===== config.mk =====
export PLATFORM = sky130hd
export DESIGN_NAME = qrs_sqrt
export DESIGN_NICKNAME = d
export VERILOG_FILES = /design/src/rtl/quadratic_root_solver_core_defines.svh /design/src/rtl/qrs_sqrt.sv
export SDC_FILE = /design/constraint.sdc
export NUM_CORES = 2
export LEC_CHECK = 0
export BUFFER_PORTS_ARGS = -buffer_cell sky130_fd_sc_hd__clkbuf_2
export CORE_MARGIN = 4
export CORE_UTILIZATION = 50
export DETAILED_ROUTE_END_ITERATION = 12
export MAX_ROUTING_LAYER = met4
export PLACE_DENSITY = 0.68
export SYNTH_ARGS = -nofsm -noshare
export SYNTH_HDL_FRONTEND = slang
export SYNTH_SLANG_ARGS = --single-unit

===== constraint.sdc =====
create_clock -name i_clk -period 5.7 [get_ports i_clk]
set_clock_uncertainty 0.15 [all_clocks]
set_input_delay 0.285 -clock i_clk [delete_from_list [all_inputs] [get_ports i_clk]]
set_output_delay 0.285 -clock i_clk [all_outputs]
set_load 0.01 [all_outputs]

===== src/rtl/quadratic_root_solver_core_defines.svh =====
// Assertion macros shared by the quadratic root solver RTL.
// No dependencies; included by files that carry concurrent checks.
`ifndef QUADRATIC_ROOT_SOLVER_CORE_DEFINES_SVH
`define QUADRATIC_ROOT_SOLVER_CORE_DEFINES_SVH

// Condition that holds at every clock edge outside reset.
`define QRS_ASSERT_ALWAYS(lbl, clk, rst_n, expr) \
    lbl: assert property (@(posedge clk) disable iff (!rst_n) (expr)) else $error("qrs check failed");

// Consequence that holds in the same cycle as its antecedent.
`define QRS_ASSERT_IMPLY(lbl, clk, rst_n, ante, cons) \
    lbl: assert property (@(posedge clk) disable iff (!rst_n) (ante) |-> (cons)) else $error("qrs check failed");

// Consequence that holds in the cycle after its antecedent.
`define QRS_ASSERT_NEXT(lbl, clk, rst_n, ante, cons) \
    lbl: assert property (@(posedge clk) disable iff (!rst_n) (ante) |=> (cons)) else $error("qrs check failed");

`endif


===== src/rtl/qrs_sqrt.sv =====
// Pipelined square root of disc * 2^32, one result bit per register stage.
// No package dependencies; side data rides along with each item.
`timescale 1ns / 1ps

module qrs_sqrt #(
    parameter int DW  = 33,
    parameter int SBW = 1,
    parameter int RW  = (DW + 33) / 2
) (
    input  logic            i_clk,
    input  logic            i_rst_n,
    input  logic            i_en,
    input  logic            i_valid,
    input  logic [DW-1:0]   i_disc,
    input  logic [SBW-1:0]  i_sb,
    output logic            o_valid,
    output logic [RW-1:0]   o_root,
    output logic [SBW-1:0]  o_sb
);

    localparam int XW = 2 * RW;

    logic              r_valid [1:RW];
    logic [RW-1:0]     r_root  [1:RW];
    logic [RW+1:0]     r_rem   [1:RW];
    logic [SBW-1:0]    r_sb    [1:RW];
    logic [DW-1:0]     r_disc  [1:RW-1];

    for (genvar g = 0; g < RW; g++) begin : g_stage
        localparam int IT = RW - 1 - g;

        logic           v_in;
        logic [RW-1:0]  root_in;
        logic [RW+1:0]  rem_in;
        logic [DW-1:0]  d_in;
        logic [SBW-1:0] sb_in;
        logic [XW-1:0]  x_full;
        logic [RW+1:0]  rem_sh;
        logic [RW+1:0]  trial;
        logic           take;

        // Stage sources: module inputs for the first stage, registers after.
        if (g == 0) begin : g_src
            assign v_in    = i_valid;
            assign root_in = '0;
            assign rem_in  = '0;
            assign d_in    = i_disc;
            assign sb_in   = i_sb;
        end else begin : g_src
            assign v_in    = r_valid[g];
            assign root_in = r_root[g];
            assign rem_in  = r_rem[g];
            assign d_in    = r_disc[g];
            assign sb_in   = r_sb[g];
        end

        // One restoring step: bring down the next bit pair and try root*4+1.
        assign x_full = XW'({d_in, 32'b0});
        assign rem_sh = {rem_in[RW-1:0], x_full[2*IT+1 -: 2]};
        assign trial  = {root_in, 2'b01};
        assign take   = rem_sh >= trial;

        always_ff @(posedge i_clk) begin
            if (!i_rst_n) begin
                r_valid[g+1] <= 1'b0;
            end else if (i_en) begin
                r_valid[g+1] <= v_in;
            end
        end

        always_ff @(posedge i_clk) begin
            if (i_en) begin
                r_root[g+1] <= {root_in[RW-2:0], take};
                r_rem[g+1]  <= take ? rem_sh - trial : rem_sh;
                r_sb[g+1]   <= sb_in;
            end
        end

        // The radicand is needed only by the stages that follow.
        if (g < RW - 1) begin : g_carry
            always_ff @(posedge i_clk) begin
                if (i_en) begin
                    r_disc[g+1] <= d_in;
                end
            end
        end
    end

    assign o_valid = r_valid[RW];
    assign o_root  = r_root[RW];
    assign o_sb    = r_sb[RW];

endmodule


==> results.yml <==
critical_path:
  cp_top_family: "compound AO/OA/AOI/OAI gates"
  cp_common_cell: "o21ai_0"
  r2r-start: "r_root[3][67]"
  rr_endpoint: "r_rem[3][133]"
  worstPathCellList: "inv_1 -> ha_1 -> a21o_1 -> a21oi_1 -> o21ai_0 -> a41oi_1 -> o21ai_0 -> a41o_1 -> buf_4 -> o21ai_0 -> nor4_1 -> xor2_1"
  crit_path_end_kind: "register"
  reg2reg_depth: 12
  worstSetupStartpointType: "register"
  cp_data_required_time_ps: 6100
  worst_path_max_delay_cell: "o21ai_0"
  crit_fanout: 49
  arrival_ps: 4680
  critPathBufInv: 2
  cp.depth: 12
  r2r_slack_ps: 1420
  crit_path_max_incr_delay_ps: 690
  crit_type: "register to register"
min_path:
  holdPathEnd: "r_disc[0][154]"
  hp-class: "register to register"
  worstHoldStart: "r_disc[0][121]"
  hold_depth: 0
floorplanning:
  core_sq_mm: 0.195
  die_w_microns: 451
  rows: 162
  io_pins: 73
  dieArea_sq_mm: 0.203
  dieHeight_microns: 451
  floorplan.initialDensity: 0.503
yosys:
  syn_area_sq_mm: 0.0981
  ys_ff_latch: 1886
  avgSynthCellArea_sq_um: 11.8
  yosys_warnings: 0
  async_flop_share: 0
  seq_area_frac_synth: 0.577
  synth_edf_count: 1886
  yosysUniqueCellTypes: 93
  synth_flop_cell: "edfxtp_1"
  synth.largest_area_cell: "edfxtp_1"
  synthCells: 8321
  synth_top_area_frac: 0.577
  synth_area_leaders: "edfxtp_1 (58%), ha_1 (7.2%), xor2_1 (3.7%)"
  syn_nets: 8937
routing:
  drt-vias-per-instance: 5.59
  routed_wl_mm: 199
  remaining_drc_errors: 0
  firstDrtPassIters: 8
  wire_per_inst_microns: 17.5
  dr.first_iter.drc_count: 4986
  vias: 63400
  ant_nets: 0
global_route:
  grt_pass1_wl_mm: 323
  grt_util_met1: 0.265
  grt_busiest_layer: "met2"
  gr-usage-met2: 0.318
  antenna_found_initial: 4
  grt_pass1_vias: 61700
  grt_usage: 0.198
  gr-usage-met3: 0.0260
  grt-ovfl-total: 0
  grt_max_degree: 178
power:
  ir_drop_mv: 0.329
  p_leak_uw: 0.0422
  powerDensity_mw_per_mm2: 391
cells_and_area:
  fin_cells: 11300
  nets: 9167
  drive_gt1_frac: 0.0720
  fillCellCount: 16300
  syn2layout_area_growth_pct: 10.7
  regArea_sq_mm: 0.0566
  multi_input_area_sq_mm: 0.0381
placement:
  placed_cells: 10900
  gp_congestion: 0.919
  hpwl_mm: 143
  port_buffers: 72
timing:
  slew_violations: 0
  fin_tns_setup_ps: 0
  min_period_over_period: 0.751
  setup_violations: 0
  timing.fmax_ghz: 0.234
  rsz0062_at_grt: "no"
  tightest_slew_ps: 1300
  hold_viol_final: 0
  relSlewSlack: 0.134
  fin_crit_ps: 4280
run_status:
  run_status: "finished, final reports clean"
clock_network:
  cts_tree: "built"
  cts_root_buf: "clkbuf_16"
  numClockSinks: 1886
  h-tree-depth: 4
  clk_pin_slew_worst_paths_ps: 60
  clk_latency_ps: 820
  cts_setup_buffers: 0
  cts_buffers: 199
  clock_path_buffers: 3
flow_run:
  max_cap_violations: 0
## final cells by class
cell class	instances	share of cell area
sequential	1886	0.522
clock inverter	128	0.00837
clock buffer	241	0.0485
tap	2624	0.0302
inverter	736	0.0255
multi-input combinational	5532	0.351
antenna	2	0.0000461
timing repair buffer	196	0.0148
## layout by cell type, fill, tap and decap left out, types with 51 or more instances in the layout
cell type      synthesis  layout
a21o_1               219     219
a21oi_1              567     567
and3_1                83      83
clkbuf_16              0     205
clkbuf_2               1      71
clkinv_1               0      54
dlygate4sd3_1          0      70
edfxtp_1            1886    1886
ha_1                 563     563
inv_1                733     733
mux2_2               118     118
nand2_1              569     569
nand2b_1             100      99
nand3_1              134     134
nand4_1               67      67
nor2_1               520     520
nor2b_1               79      78
nor3_1               225     225
nor4_1               115     115
o21a_1               104     104
o21ai_0              465     464
o31ai_1               51      51
or3_1                 96      96
or4_1                 65      65
xnor2_1              367     367
xor2_1               419     419
## flip-flops by register name, summed over array words and instances (netlist names)
signal,flops
r_rem,1003
r_root,514
r_disc,303
r_sb,33
r_valid,33
## worst reg2reg max path: cells and delay by family, from the launching register on
kind,cells,cell delay (ps)
AOI/OAI and AO/OA,7,2280
DFF,1,400
adders and majority gates,1,270
buffers and inverters,2,500
and+or+nand+nor,1,310
xor gates and xnor gates,1,100
## layer usage
metal / share of wire / wire (microns) / vias up
met5: 0 / 0 / -
met4: 0.025 / 5000 / 0
met3: 0.043 / 8570 / 342
met2: 0.48 / 94800 / 1451
met1: 0.45 / 90300 / 30500
li1: - / - / 31100
## power breakdown
group / total, uW / leakage [uW] / internal (uW) / switching, uW
clock: 12300 / 0.00304 / 7000 / 5280
sequential: 19500 / 0.0179 / 18100 / 1400
combinational: 10700 / 0.0212 / 4680 / 6030
total: 42400 / 0.0422 / 29700 / 12700
## cell usage after synthesis, types with 51 or more instances
library cell / number
nor3_1: 225
ha_1: 563
nor2b_1: 79
xor2_1: 419
and3_1: 83
o21a_1: 104
clkbuf_1: 142
a21oi_1: 567
o31ai_1: 51
a21o_1: 219
edfxtp_1: 1886
nand2_1: 569
nor2_1: 520
or3_1: 96
nand3_1: 134
nand2b_1: 100
or4_1: 65
mux2_2: 118
o21ai_0: 465
inv_1: 733
nor4_1: 115
xnor2_1: 367
nand4_1: 67
## worst max-delay path by stage
stage / to / slack, ps / start
global route: r_rem[3][207] / 1070 / r_rem[3][141]
floorplan: r_rem[3][201] / 2190 / r_rem[3][141]
detailed placement: r_rem[3][212] / 1520 / r_root[3][166]
global placement: r_rem[3][228] / 1530 / r_root[3][166]
CTS: r_rem[3][137] / 1490 / r_root[3][67]
finish: r_rem[3][133] / 1420 / r_root[3][67]
## kinds of logic after synthesis
family | after synthesis | share of synthesized area
buffers and inverters | 903 | 0.0348
other | 1 | 0.0000382
and+or+nand+nor | 2257 | 0.116
DFF | 1886 | 0.577
adders and majority gates | 578 | 0.0749
muxes | 124 | 0.0142
AOI/OAI and AO/OA | 1786 | 0.113
xor gates and xnor gates | 786 | 0.0702
## timing repair
item	4_1_cts	5_1_grt
hold buffers	70	0
gates resized for setup	0	0
hold endpoints to repair	141	0
## metrics by stage
step	setup WS [ps]	total power (uW)	util	area [sq um]	hold slack (ps)
final	1420	42400	0.557	109000	262
after global routing	1070	44900	0.557	109000	264
after CTS	1490	42800	0.557	109000	210
after detailed placement	1520	30300	0.521	102000	255
after global placement	1530	30000	0.521	102000	250
after floorplan	2190	27300	-	98100	234
No activity file was read; power rests on OpenSTA's default activity.
