===== src/rtl/quadratic_root_solver_core_defines.svh =====
// Assertion macros shared by the quadratic root solver RTL.
// No dependencies; included by files that carry concurrent checks.
`ifndef QUADRATIC_ROOT_SOLVER_CORE_DEFINES_SVH
`define QUADRATIC_ROOT_SOLVER_CORE_DEFINES_SVH

// Condition that holds at every clock edge outside reset.
`define QRS_ASSERT_ALWAYS(lbl, clk, rst_n, expr) \
    lbl: assert property (@(posedge clk) disable iff (!rst_n) (expr)) else $error("qrs check failed");

// Consequence that holds in the same cycle as its antecedent.
`define QRS_ASSERT_IMPLY(lbl, clk, rst_n, ante, cons) \
    lbl: assert property (@(posedge clk) disable iff (!rst_n) (ante) |-> (cons)) else $error("qrs check failed");

// Consequence that holds in the cycle after its antecedent.
`define QRS_ASSERT_NEXT(lbl, clk, rst_n, ante, cons) \
    lbl: assert property (@(posedge clk) disable iff (!rst_n) (ante) |=> (cons)) else $error("qrs check failed");

`endif


===== src/rtl/qrs_div.sv =====
// Pipelined unsigned restoring divider, one quotient bit per register stage.
// No package dependencies; side data rides along with each item.
`timescale 1ns / 1ps

module qrs_div #(
    parameter int NW   = 35,
    parameter int DENW = 17,
    parameter int SBW  = 1
) (
    input  logic             i_clk,
    input  logic             i_rst_n,
    input  logic             i_en,
    input  logic             i_valid,
    input  logic [NW-1:0]    i_num,
    input  logic [DENW-1:0]  i_den,
    input  logic [SBW-1:0]   i_sb,
    output logic             o_valid,
    output logic [NW-1:0]    o_quot,
    output logic [SBW-1:0]   o_sb
);

    localparam int RMW = DENW + 1;

    logic              r_valid [1:NW];
    logic [NW-1:0]     r_quot  [1:NW];
    logic [RMW-1:0]    r_rem   [1:NW];
    logic [SBW-1:0]    r_sb    [1:NW];
    logic [NW-1:0]     r_num   [1:NW-1];
    logic [DENW-1:0]   r_den   [1:NW-1];

    for (genvar g = 0; g < NW; g++) begin : g_stage
        logic            v_in;
        logic [NW-1:0]   q_in;
        logic [RMW-1:0]  rem_in;
        logic [NW-1:0]   num_in;
        logic [DENW-1:0] den_in;
        logic [SBW-1:0]  sb_in;
        logic [RMW-1:0]  rem_sh;
        logic [RMW-1:0]  den_ext;
        logic            take;

        // Stage sources: module inputs for the first stage, registers after.
        if (g == 0) begin : g_src
            assign v_in   = i_valid;
            assign q_in   = '0;
            assign rem_in = '0;
            assign num_in = i_num;
            assign den_in = i_den;
            assign sb_in  = i_sb;
        end else begin : g_src
            assign v_in   = r_valid[g];
            assign q_in   = r_quot[g];
            assign rem_in = r_rem[g];
            assign num_in = r_num[g];
            assign den_in = r_den[g];
            assign sb_in  = r_sb[g];
        end

        // Bring down the next dividend bit and subtract the divisor if it fits.
        assign rem_sh  = {rem_in[DENW-1:0], num_in[NW-1-g]};
        assign den_ext = {1'b0, den_in};
        assign take    = rem_sh >= den_ext;

        always_ff @(posedge i_clk) begin
            if (!i_rst_n) begin
                r_valid[g+1] <= 1'b0;
            end else if (i_en) begin
                r_valid[g+1] <= v_in;
            end
        end

        always_ff @(posedge i_clk) begin
            if (i_en) begin
                r_quot[g+1] <= {q_in[NW-2:0], take};
                r_rem[g+1]  <= take ? rem_sh - den_ext : rem_sh;
                r_sb[g+1]   <= sb_in;
            end
        end

        // Dividend and divisor are needed only by the stages that follow.
        if (g < NW - 1) begin : g_carry
            always_ff @(posedge i_clk) begin
                if (i_en) begin
                    r_num[g+1] <= num_in;
                    r_den[g+1] <= den_in;
                end
            end
        end
    end

    assign o_valid = r_valid[NW];
    assign o_quot  = r_quot[NW];
    assign o_sb    = r_sb[NW];

endmodule


===== config.mk =====
export PLATFORM = sky130hd
export DESIGN_NAME = qrs_div
export DESIGN_NICKNAME = d
export VERILOG_FILES = /design/src/rtl/quadratic_root_solver_core_defines.svh /design/src/rtl/qrs_div.sv
export SDC_FILE = /design/constraint.sdc
export NUM_CORES = 2
export LEC_CHECK = 0
export ABC_AREA = 1
export BUFFER_PORTS_ARGS = -buffer_cell sky130_fd_sc_hd__buf_2
export CAP_MARGIN = 5
export CORE_ASPECT_RATIO = 0.7
export CORE_UTILIZATION = 50
export DETAILED_ROUTE_END_ITERATION = 10
export PLACE_DENSITY = 0.65
export SYNTH_ARGS = -nofsm -noshare
export SYNTH_HDL_FRONTEND = slang
export SYNTH_SLANG_ARGS = --single-unit

===== constraint.sdc =====
create_clock -name i_clk -period 2.7 [get_ports i_clk]
set_input_delay 0.405 -clock i_clk [delete_from_list [all_inputs] [get_ports i_clk]]
set_output_delay 0.405 -clock i_clk [all_outputs]
set_load 0.02 [all_outputs]

==> flow_summary_export.csv <==
group,metric,value,unit
logic_synthesis,synth_top_family_by_area,"simple AND/OR/NAND/NOR gates",
die,num_io_pins,94,
sta,hold_violations,0,
global_routing,antenna_found_initial,5,
power,total_power,146,mW
die,die_w,592,um
logic_synthesis,avgSynthCellArea,9.91,sq um
detailed_routing,routed_wl,268000,um
critical_path,worst-path-stages,13,
logic_synthesis,synth_seq_cells,2451,
detailed_routing,drc_errors,0,
sta,finalCriticalPeriod,2570,ps
logic_synthesis,seq_area_frac_synth,0.603,
cells_and_area,synthToLayoutAreaGrowth,11.1,%
critical_path,start_kind,"register",
sta,period_share,0.953,
detailed_routing,routedWlPerCell,16.6,um
power,power_frac_clock,0.230,
critical_path,cp_cell_sequence,"ha_1 -> inv_1 -> fa_1 -> nand2_1 -> nand2_1 -> nand3b_1 -> nand2_2 -> nand2_1 -> nand2_2 -> nand2_4 -> buf_4 -> nand3_1 -> nand2_1",
detailed_routing,wl_met3,20900,um
clock_tree,cts_tree,"done",
cells_and_area,layout-drive-gt1-share,0.0735,
clock_tree,clockBufferDepth,4,
detailed_routing,dr_total_vias,80902,
detailed_routing,routed-wl-met2,103000,um
die,row_count,151,
critical_path,critPathMostFrequentCell,"nand2_1",
logic_synthesis,synth.cell_area,0.122,sq mm
global_routing,grt_usage,0.216,
sta,setup_violations,0,
power,power.internal,89.3,mW
logic_synthesis,synthSimpleGateAreaFrac,0.221,
global_routing,grt_pass1_vias,74716,
detailed_routing,drt_iter0_markers,7278,
power,power_frac_comb,0.385,
logic_synthesis,syn_nets,12980,
global_routing,grt_max_degree,129,
sta,worst_pin_slew,777,ps
clock_tree,root_buffer,"clkbuf_16",
sta,rsz0062_at_grt,"false",
clock_tree,clk_latency,930,ps
clock_tree,numCtsBuffers,239,
detailed_routing,wl_met1,139000,um
outcome,outcome,"finished, final reports clean",
critical_path,slowest_delay,560,ps
critical_path,setup.worst_path.end_class,"register",
clock_tree,cts_sinks,2451,
logic_synthesis,synthTopCellsByArea,"edfxtp_1 (60%), nand2_1 (13%), inv_1 (7.0%)",
die,die_area,0.246,sq mm
global_routing,grt_first_pass_wirelength,420000,um
placed_design,hpwl,200000,um
power,switching_share,0.388,
critical_path,cpLargestDelayFamily,"simple AND/OR/NAND/NOR gates",
logic_synthesis,synthAdderAreaFrac,0.0649,
placed_design,place.gp.congestion,0.945,
detailed_routing,first_pass_iters,6,
critical_path,arrival,3300,ps
sta,slew_violations,0,
global_routing,grt_overflow,0,
power,p_per_area,1080,mW/mm^2
sta,fmax,0.388,GHz
critical_path,required,3420,ps
die,start_util,0.504,
detailed_routing,viasPerCell,5.01,
critical_path,critPathKind,"reg2reg",
die,fp.coreArea,0.242,sq mm
logic_synthesis,synth-compound-area-share,0.0161,
die,die_h,415,um
critical_path,worstPathMaxFanout,17,
power,switching_power,56.6,mW
job,drv_cap,0,
logic_synthesis,yosysMostFrequentCell,"nand2_1",
detailed_routing,topRoutingLayerUsed,"met5",
logic_synthesis,synthXorXnorAreaFrac,0.0165,
logic_synthesis,synth.top_cell.area_share,0.603,
hold_path,hold_depth,4,
clock_tree,clk_pin_slew_worst_paths,60,ps
logic_synthesis,yosys_warnings,0,
power,leakage,63.8,nW
sta,slew_headroom,0.482,
power,seqPwrFrac,0.384,
logic_synthesis,synth_top_area_cell,"edfxtp_1",
sta,fin_worst_skew,70.9,ps
critical_path,worst-r2r-cell-count,13,
power,ir_drop,726,uV
clock_tree,h-tree-depth,4,
critical_path,cp.buffers_inverters,2,
logic_synthesis,netlist_instances,12310,
placed_design,portBuffers,93,
logic_synthesis,muxShareOfSynthArea,0,
cells_and_area,n_fill_cell,20921,
logic_synthesis,synthArstFlopShare,0,
critical_path,worst_path_max_delay_cell,"edfxtp_1",
cells_and_area,fin_nets,13409,
sta,fin_setup_tns,0,ps
logic_synthesis,yosys-top-cells-count,"nand2_1 (4,298), edfxtp_1 (2,451), inv_1 (2,261), nand3_1 (954), ha_1 (580)",
logic_synthesis,ys.flop_type,"edfxtp_1",
detailed_routing,ant_nets,0,
logic_synthesis,synth_edf_count,2451,
hold_path,min_path_type,"in2reg",
logic_synthesis,synth_cell_type_count,44,
-- layout by cell type (no fill, tap or decap), types with 30 or more instances in the layout --
cell type      count
clkinv_1          38
ha_1             580
nor2_2            42
buf_12            33
clkbuf_1          33
clkbuf_16        240
and3_1            31
nand2_2          118
nand4_1           60
nand3_1          954
nor2_1           442
or2_1             32
xor2_1           198
nor4_4            30
edfxtp_1        2451
clkinv_2          38
xnor2_1           32
nor3_1            40
buf_2             92
a21oi_1          335
buf_4            135
and2_1            44
fa_1              33
nand2_4           56
nand2_1         4296
inv_1           2261
dlygate4sd3_1     54
-- routing by layer --
metal	track usage	vias to the layer above
li1	-	40612
met1	0.357	37604
met2	0.288	2360
met3	0.0444	322
met4	0.0434	4
met5	0	-
-- tightest hold or removal path: stages --
cell	delay, ps
buf_2	90
nand2_1	50
buf_4	230
nor2_1	110
-- power by group through the flow --
stage	Sequential (mW)	Combinational, mW	Clock, mW
6_report	56.1	56.2	33.6
5_1_grt	56.6	63.9	36.1
4_1_cts	56.1	55.4	34.7
3_5_place_dp	56.8	55.0	0
3_3_place_gp	56.9	54.0	0
2_1_floorplan	54.3	42.3	0
-- state kept, by name, indices dropped and copies added, names as in the netlist --
signal / cells
r_den: 578
r_num: 595
r_quot: 630
r_rem: 578
r_sb: 35
r_valid: 35
-- repair_timing --
item                       in CTS  in global routing
hold buffers                   54                  0
gates resized for setup         0                  5
setup endpoints to repair       0                  8
setup buffers                   0                  0
hold endpoints to repair       54                  0
-- cell families (layout without fill, tap and decap cells) --
| kind of cell | after synthesis | after routing |
|---|---|---|
| compound gates | 373 | 373 |
| xor+xnor | 230 | 230 |
| fa+ha+maj | 613 | 613 |
| buf+inv | 2411 | 3030 |
| flops | 2451 | 2451 |
| other cells | 0 | 3 |
| simple gates | 6232 | 6232 |
-- layout make-up --
cell class | count | area, sq um | area share
Multi-Input combinational cell | 7448 | 38900 | 0.287
Inverter | 2285 | 8580 | 0.0633
Sequential cell | 2451 | 73600 | 0.543
Antenna cell | 3 | 7.51 | 0.0000554
Clock buffer | 273 | 6130 | 0.0452
Tap cell | 3213 | 4020 | 0.0297
Clock inverter | 158 | 1720 | 0.0127
Timing Repair Buffer | 314 | 2680 | 0.0197
-- path summary, 6_finish.rpt --
path / to / slack [ps] / start
min reg2reg: r_num[0][646] / 380 / r_num[0][611]
min: r_valid[0][29] / 130 / i_rst_n
max: r_rem[0][279] / 130 / r_den[0][238]
max reg2reg: r_rem[0][279] / 130 / r_den[0][238]
-- stage by stage --
stage	worst slack [ps]	cells	utilization	hold WS, ps	instance area [sq um]
floorplan	574	12310	-	400	122000
global placement	193	15657	0.525	400	127000
detailed placement	147	15657	0.525	405	127000
CTS	131	16142	0.560	69.6	136000
global route	4.22	16143	0.560	128	136000
finish	126	16145	0.560	134	136000
(Power assumes the default switching activity.)
