## config.mk

```make
export PLATFORM = sky130hd
export DESIGN_NAME = qrs_front
export DESIGN_NICKNAME = d
export VERILOG_FILES = /design/src/rtl/quadratic_root_solver_core_defines.svh /design/src/rtl/qrs_pkg.sv /design/src/rtl/qrs_front.sv
export SDC_FILE = /design/constraint.sdc
export NUM_CORES = 2
export LEC_CHECK = 0
export BUFFER_PORTS_ARGS = -buffer_cell sky130_fd_sc_hd__buf_2
export CORE_ASPECT_RATIO = 0.7
export CORE_MARGIN = 2
export CORE_UTILIZATION = 44
export CTS_BUF_LIST = sky130_fd_sc_hd__clkbuf_16
export DETAILED_ROUTE_END_ITERATION = 10
export PLACE_DENSITY = 0.61
export SETUP_SLACK_MARGIN = 0.4
export SYNTH_ARGS = -nofsm -noshare
export SYNTH_HDL_FRONTEND = slang
export SYNTH_SLANG_ARGS = --single-unit
```

## constraint.sdc

```tcl
create_clock -name i_clk -period 6.2 [get_ports i_clk]
set_input_delay 0.31 -clock i_clk [delete_from_list [all_inputs] [get_ports i_clk]]
set_output_delay 0.31 -clock i_clk [all_outputs]
set_load 0.02 [all_outputs]
```

## src/rtl/quadratic_root_solver_core_defines.svh

```systemverilog
// Assertion macros shared by the quadratic root solver RTL.
// No dependencies; included by files that carry concurrent checks.
`ifndef QUADRATIC_ROOT_SOLVER_CORE_DEFINES_SVH
`define QUADRATIC_ROOT_SOLVER_CORE_DEFINES_SVH

// Condition that holds at every clock edge outside reset.
`define QRS_ASSERT_ALWAYS(lbl, clk, rst_n, expr) \
    lbl: assert property (@(posedge clk) disable iff (!rst_n) (expr)) else $error("qrs check failed");

// Consequence that holds in the same cycle as its antecedent.
`define QRS_ASSERT_IMPLY(lbl, clk, rst_n, ante, cons) \
    lbl: assert property (@(posedge clk) disable iff (!rst_n) (ante) |-> (cons)) else $error("qrs check failed");

// Consequence that holds in the cycle after its antecedent.
`define QRS_ASSERT_NEXT(lbl, clk, rst_n, ante, cons) \
    lbl: assert property (@(posedge clk) disable iff (!rst_n) (ante) |=> (cons)) else $error("qrs check failed");

`endif

```

## src/rtl/qrs_pkg.sv

```systemverilog
// Shared types, constants and the Q16.16 saturation helper of the root solver.
// No dependencies; used by qrs_front and by the top level.
`timescale 1ns / 1ps

package qrs_pkg;

    // Default coefficient width (signed integer, Q16.0).
    localparam int COEF_WIDTH_DEF = 16;

    // Fraction bits of the result format.
    localparam int FRAC_BITS = 16;

    // Width of one result root.
    localparam int ROOT_WIDTH = 32;

    // Classification of one equation.
    typedef enum logic [1:0] {
        KIND_TWO     = 2'd0,
        KIND_DOUBLE  = 2'd1,
        KIND_COMPLEX = 2'd2,
        KIND_DEGEN   = 2'd3
    } t_root_kind;

    // Apply a sign to a quotient magnitude and clamp it to signed Q16.16.
    function automatic logic [ROOT_WIDTH-1:0] sat_q16(input logic [63:0] mag,
                                                      input logic neg);
        logic [63:0] neg_val;
        neg_val = ~mag + 64'd1;
        if (neg) begin
            if (mag >= 64'h0000_0000_8000_0000) begin
                return 32'h8000_0000;
            end
            return neg_val[ROOT_WIDTH-1:0];
        end
        if (mag > 64'h0000_0000_7FFF_FFFF) begin
            return 32'h7FFF_FFFF;
        end
        return mag[ROOT_WIDTH-1:0];
    endfunction

endpackage

```

## src/rtl/qrs_front.sv

```systemverilog
// Front end of the root solver: coefficient products, discriminant and class.
// Depends on qrs_pkg for the kind encoding.
`timescale 1ns / 1ps

module qrs_front #(
    parameter int COEF_WIDTH = qrs_pkg::COEF_WIDTH_DEF
) (
    input  logic                            i_clk,
    input  logic                            i_rst_n,
    input  logic                            i_en,
    input  logic                            i_valid,
    input  logic signed [COEF_WIDTH-1:0]    i_coef_a,
    input  logic signed [COEF_WIDTH-1:0]    i_coef_b,
    input  logic signed [COEF_WIDTH-1:0]    i_coef_c,
    output logic                            o_valid,
    output qrs_pkg::t_root_kind             o_kind,
    output logic [2*COEF_WIDTH:0]           o_disc,
    output logic signed [COEF_WIDTH+16:0]   o_nb,
    output logic [COEF_WIDTH:0]             o_den,
    output logic                            o_a_neg
);

    localparam int W   = COEF_WIDTH;
    localparam int DSW = 2 * W + 3;
    localparam int NBW = W + 17;

    // Stage one: the two products.
    logic                    r_v1;
    logic signed [W-1:0]     r_a;
    logic signed [W-1:0]     r_b;
    logic signed [2*W-1:0]   r_bb;
    logic signed [2*W-1:0]   r_ac;

    always_ff @(posedge i_clk) begin
        if (!i_rst_n) begin
            r_v1 <= 1'b0;
        end else if (i_en) begin
            r_v1 <= i_valid;
        end
    end

    always_ff @(posedge i_clk) begin
        if (i_en) begin
            r_a  <= i_coef_a;
            r_b  <= i_coef_b;
            r_bb <= i_coef_b * i_coef_b;
            r_ac <= i_coef_a * i_coef_c;
        end
    end

    // Stage two: discriminant, class, -b scaled to 16 fraction bits, and |2a|.
    logic signed [DSW-1:0] w_disc;
    logic signed [NBW-1:0] w_nb;
    logic signed [W:0]     w_a_ext;
    logic [W:0]            w_a_mag;
    qrs_pkg::t_root_kind   w_kind;

    assign w_disc  = DSW'(r_bb) - (DSW'(r_ac) <<< 2);
    assign w_nb    = -(NBW'(r_b) <<< 16);
    assign w_a_ext = (W+1)'(r_a);
    assign w_a_mag = w_a_ext[W] ? unsigned'(-w_a_ext) : unsigned'(w_a_ext);

    always_comb begin
        if (r_a == '0) begin
            w_kind = qrs_pkg::KIND_DEGEN;
        end else if (w_disc[DSW-1]) begin
            w_kind = qrs_pkg::KIND_COMPLEX;
        end else if (w_disc == '0) begin
            w_kind = qrs_pkg::KIND_DOUBLE;
        end else begin
            w_kind = qrs_pkg::KIND_TWO;
        end
    end

    logic                    r_v2;
    qrs_pkg::t_root_kind     r_kind;
    logic [2*W:0]            r_disc;
    logic signed [NBW-1:0]   r_nb;
    logic [W:0]              r_den;
    logic                    r_a_neg;

    always_ff @(posedge i_clk) begin
        if (!i_rst_n) begin
            r_v2 <= 1'b0;
        end else if (i_en) begin
            r_v2 <= r_v1;
        end
    end

    always_ff @(posedge i_clk) begin
        if (i_en) begin
            r_kind  <= w_kind;
            r_disc  <= w_disc[DSW-1] ? '0 : w_disc[2*W:0];
            r_nb    <= w_nb;
            r_den   <= {w_a_mag[W-1:0], 1'b0};
            r_a_neg <= r_a[W-1];
        end
    end

    assign o_valid = r_v2;
    assign o_kind  = r_kind;
    assign o_disc  = r_disc;
    assign o_nb    = r_nb;
    assign o_den   = r_den;
    assign o_a_neg = r_a_neg;

endmodule

```

==> results.ini <==
[timing]
finalCritPeriodShare=0.931
slew_viol_final=0
rsz0062_at_grt=yes
max_slew.worst_pin.slew_ns=1.24
whs_ns=0.0520
fmax_mhz=173
min_period_ns=5.77
setup_violations=0
slew_headroom=0.170
hold_violations=0
fin_skew_ns=0.0120

[cells_and_area]
layout-drive-gt1-share=0.163
final_nets=3697
fillers=5549
instances_no_fill=3764
areaGrowthSynthToFinish_pct=15.1
final_util=0.511
diodes=0

[route]
vias=18700
ant_nets=0
route.detailed.drc=0
drt_iter0_drc=1437
wire_per_inst_um=16.6
dr.pass1.iters=5
routed_wl_mm=62.6
vias_per_cell=4.96

[placed_design]
finalWeightedCongestion=0.885
dp_cells=3720
numPortBuffers=120
dp_hpwl_mm=53.8

[floorplan]
die_w_um=297
rows=75
die_y_um=209
io_pins=139
initial_utilization=0.444
core-area_um2=59800
dieArea_um2=62300

[yosys]
synth_most_common_cell=inv_1
synth_cells=2680
synth.distinct_cells=84
async_reset_ff_frac=0
synth_top_area_share=0.377
synth-seq-cells=164
syn_avg_cell_area_um2=9.89
yosys_warnings=0
netlist_area_um2=26500
synth_area_leaders=fa_1 (38%), edfxtp_1 (18%), ha_1 (9.5%)
yosysTopAreaCell=fa_1
yosysSeqAreaShare=0.185
synth-edff-count=162
ys_top_cells_by_count=inv_1 (662), fa_1 (500), nand2_1 (241), ha_1 (202), and2_1 (166)
synth_flop_cell=edfxtp_1

[critical_path]
path_class=input pin to register
path_common_cell=fa_1
path_max_fanout=6
critPathBufInv=7
cpPeakStageDelay_ns=0.55
crit_required_ns=6.43
cp.arrival_ns=6.00
end_kind=register
worstSetupStartpointType=input pin
critical-path-slowest-cell=fa_1
crit_family=adder cells

[grt]
antenna_found_initial=0
grt-ovfl-total=0
grt_max_degree=86
grt_pass1_wl_mm=105
grt_pass1_vias=20200
grt.total_usage=0.215

[cts]
postCtsHoldBufs=0
clk_pin_slew_ns=0.07
clk_latency_ns=0.49
cts_tree=built
cts.sinks=164
cts-root-buf=clkbuf_16
cts_max_path_buffers=2
numCtsBuffers=17
ctsHtreeMaxLevel=4

[run]
drv_cap=0

[min_path]
hold_path.class=input pin to register

[status]
status=finished, final reports clean

==> state kept, by name, indices dropped and copies added, names as in the netlist <==
register / flops
o_disc: 32
r_ac: 32
r_bb: 30
o_nb: 17
o_den: 16
r_a: 16
r_b: 16
o_kind: 2
o_a_neg: 1
o_valid: 1
r_v1: 1
==> through the flow <==
step | setup TNS [ns] | setup WS, ns | cell area [um^2]
6_report | 0 | 0.429 | 30500
4_1_cts | 0 | 0.402 | 30100
3_3_place_gp | -0.686 | -0.261 | 29400
2_1_floorplan | 0 | 0.129 | 27000
3_5_place_dp | -1.28 | -0.354 | 29400
5_1_grt | 0 | 0.187 | 30500
==> worst register-to-register path, cell delays in order (launching register included) <==
cell      delay, ns
edfxtp_1       0.43
ha_1           0.24
fa_1           0.43
nor2b_1        0.17
o31a_1         0.20
o211a_1        0.24
o21ai_1        0.18
a211o_1        0.36
a21oi_1        0.25
o21ai_2        0.11
a211oi_1       0.48
o41ai_4        0.15
nor4_1         0.87
==> what timing repair did <==
action,CTS,global route
setup endpoints to repair,3,16
pin swaps,16,44
buffers inserted,2,10
resized for setup,25,109
hold endpoints to repair,0,0
==> cells in the final DEF (no fill, tap or decap), drive strengths merged, types with 6 or more instances in the layout <==
cell type | synthesis | routed
inv | 663 | 668
a211oi | 8 | 8
and4 | 7 | 7
a31oi | 10 | 10
ha | 202 | 202
o21ai | 50 | 50
o21bai | 10 | 10
buf | 23 | 304
nand3 | 20 | 20
xor2 | 23 | 23
fa | 500 | 500
a21oi | 64 | 64
clkinv | 2 | 6
o31ai | 6 | 6
a31o | 6 | 6
nor3 | 25 | 25
edfxtp | 162 | 162
nor4 | 13 | 13
o21a | 10 | 10
and2 | 166 | 166
a21o | 29 | 29
nor2b | 28 | 28
o211ai | 7 | 7
nand2b | 25 | 25
conb | 1 | 18
xnor2 | 93 | 93
and3 | 12 | 12
nand2 | 241 | 241
nor2 | 129 | 129
clkbuf | 63 | 27
==> cells by family (layout without fill, tap and decap cells) <==
family                     count (synthesis)  in the layout  share of synthesized area
muxes                                      4              4                    0.00151
AOI/OAI and AO/OA                        244            244                     0.0621
adders and majority gates                702            702                      0.473
buffers and inverters                    752           1011                      0.110
xor gates and xnor gates                 116            116                     0.0383
DFF                                      164            164                      0.185
and+or+nand+nor                          697            697                      0.130
other                                      1             18                   0.000141
==> routing by layer <==
metal  track usage  vias up  share of wire
met1         0.335     9519           0.50
met5             0        -              0
met4        0.0453        0          0.012
met3        0.0343       41          0.057
met2         0.314      416           0.43
li1              -     8707              -
==> final timing paths <==
check | depth (start not counted) | startpoint | slack, ns | endpoint
max | 25 | i_coef_b[3] | 0.43 | r_bb[30]
min | 2 | i_rst_n | 0.05 | o_valid
max reg2reg | 12 | r_ac[0] | 1.75 | o_disc[30]
min reg2reg | 0 | r_a[0] | 0.52 | o_den[1]
==> layout make-up <==
cell class,instances,area [um^2],share of cell area
Sequential cell,164,4900,0.161
Inverter,665,2510,0.0823
Timing Repair Buffer,314,2240,0.0733
Multi-Input combinational cell,1781,19300,0.632
Tap cell,808,1010,0.0331
Clock inverter,15,151,0.00496
Clock buffer,17,425,0.0139
Power is not shown: default switching activity piles up to over one toggle a cycle in this logic, so the estimate is an artifact.
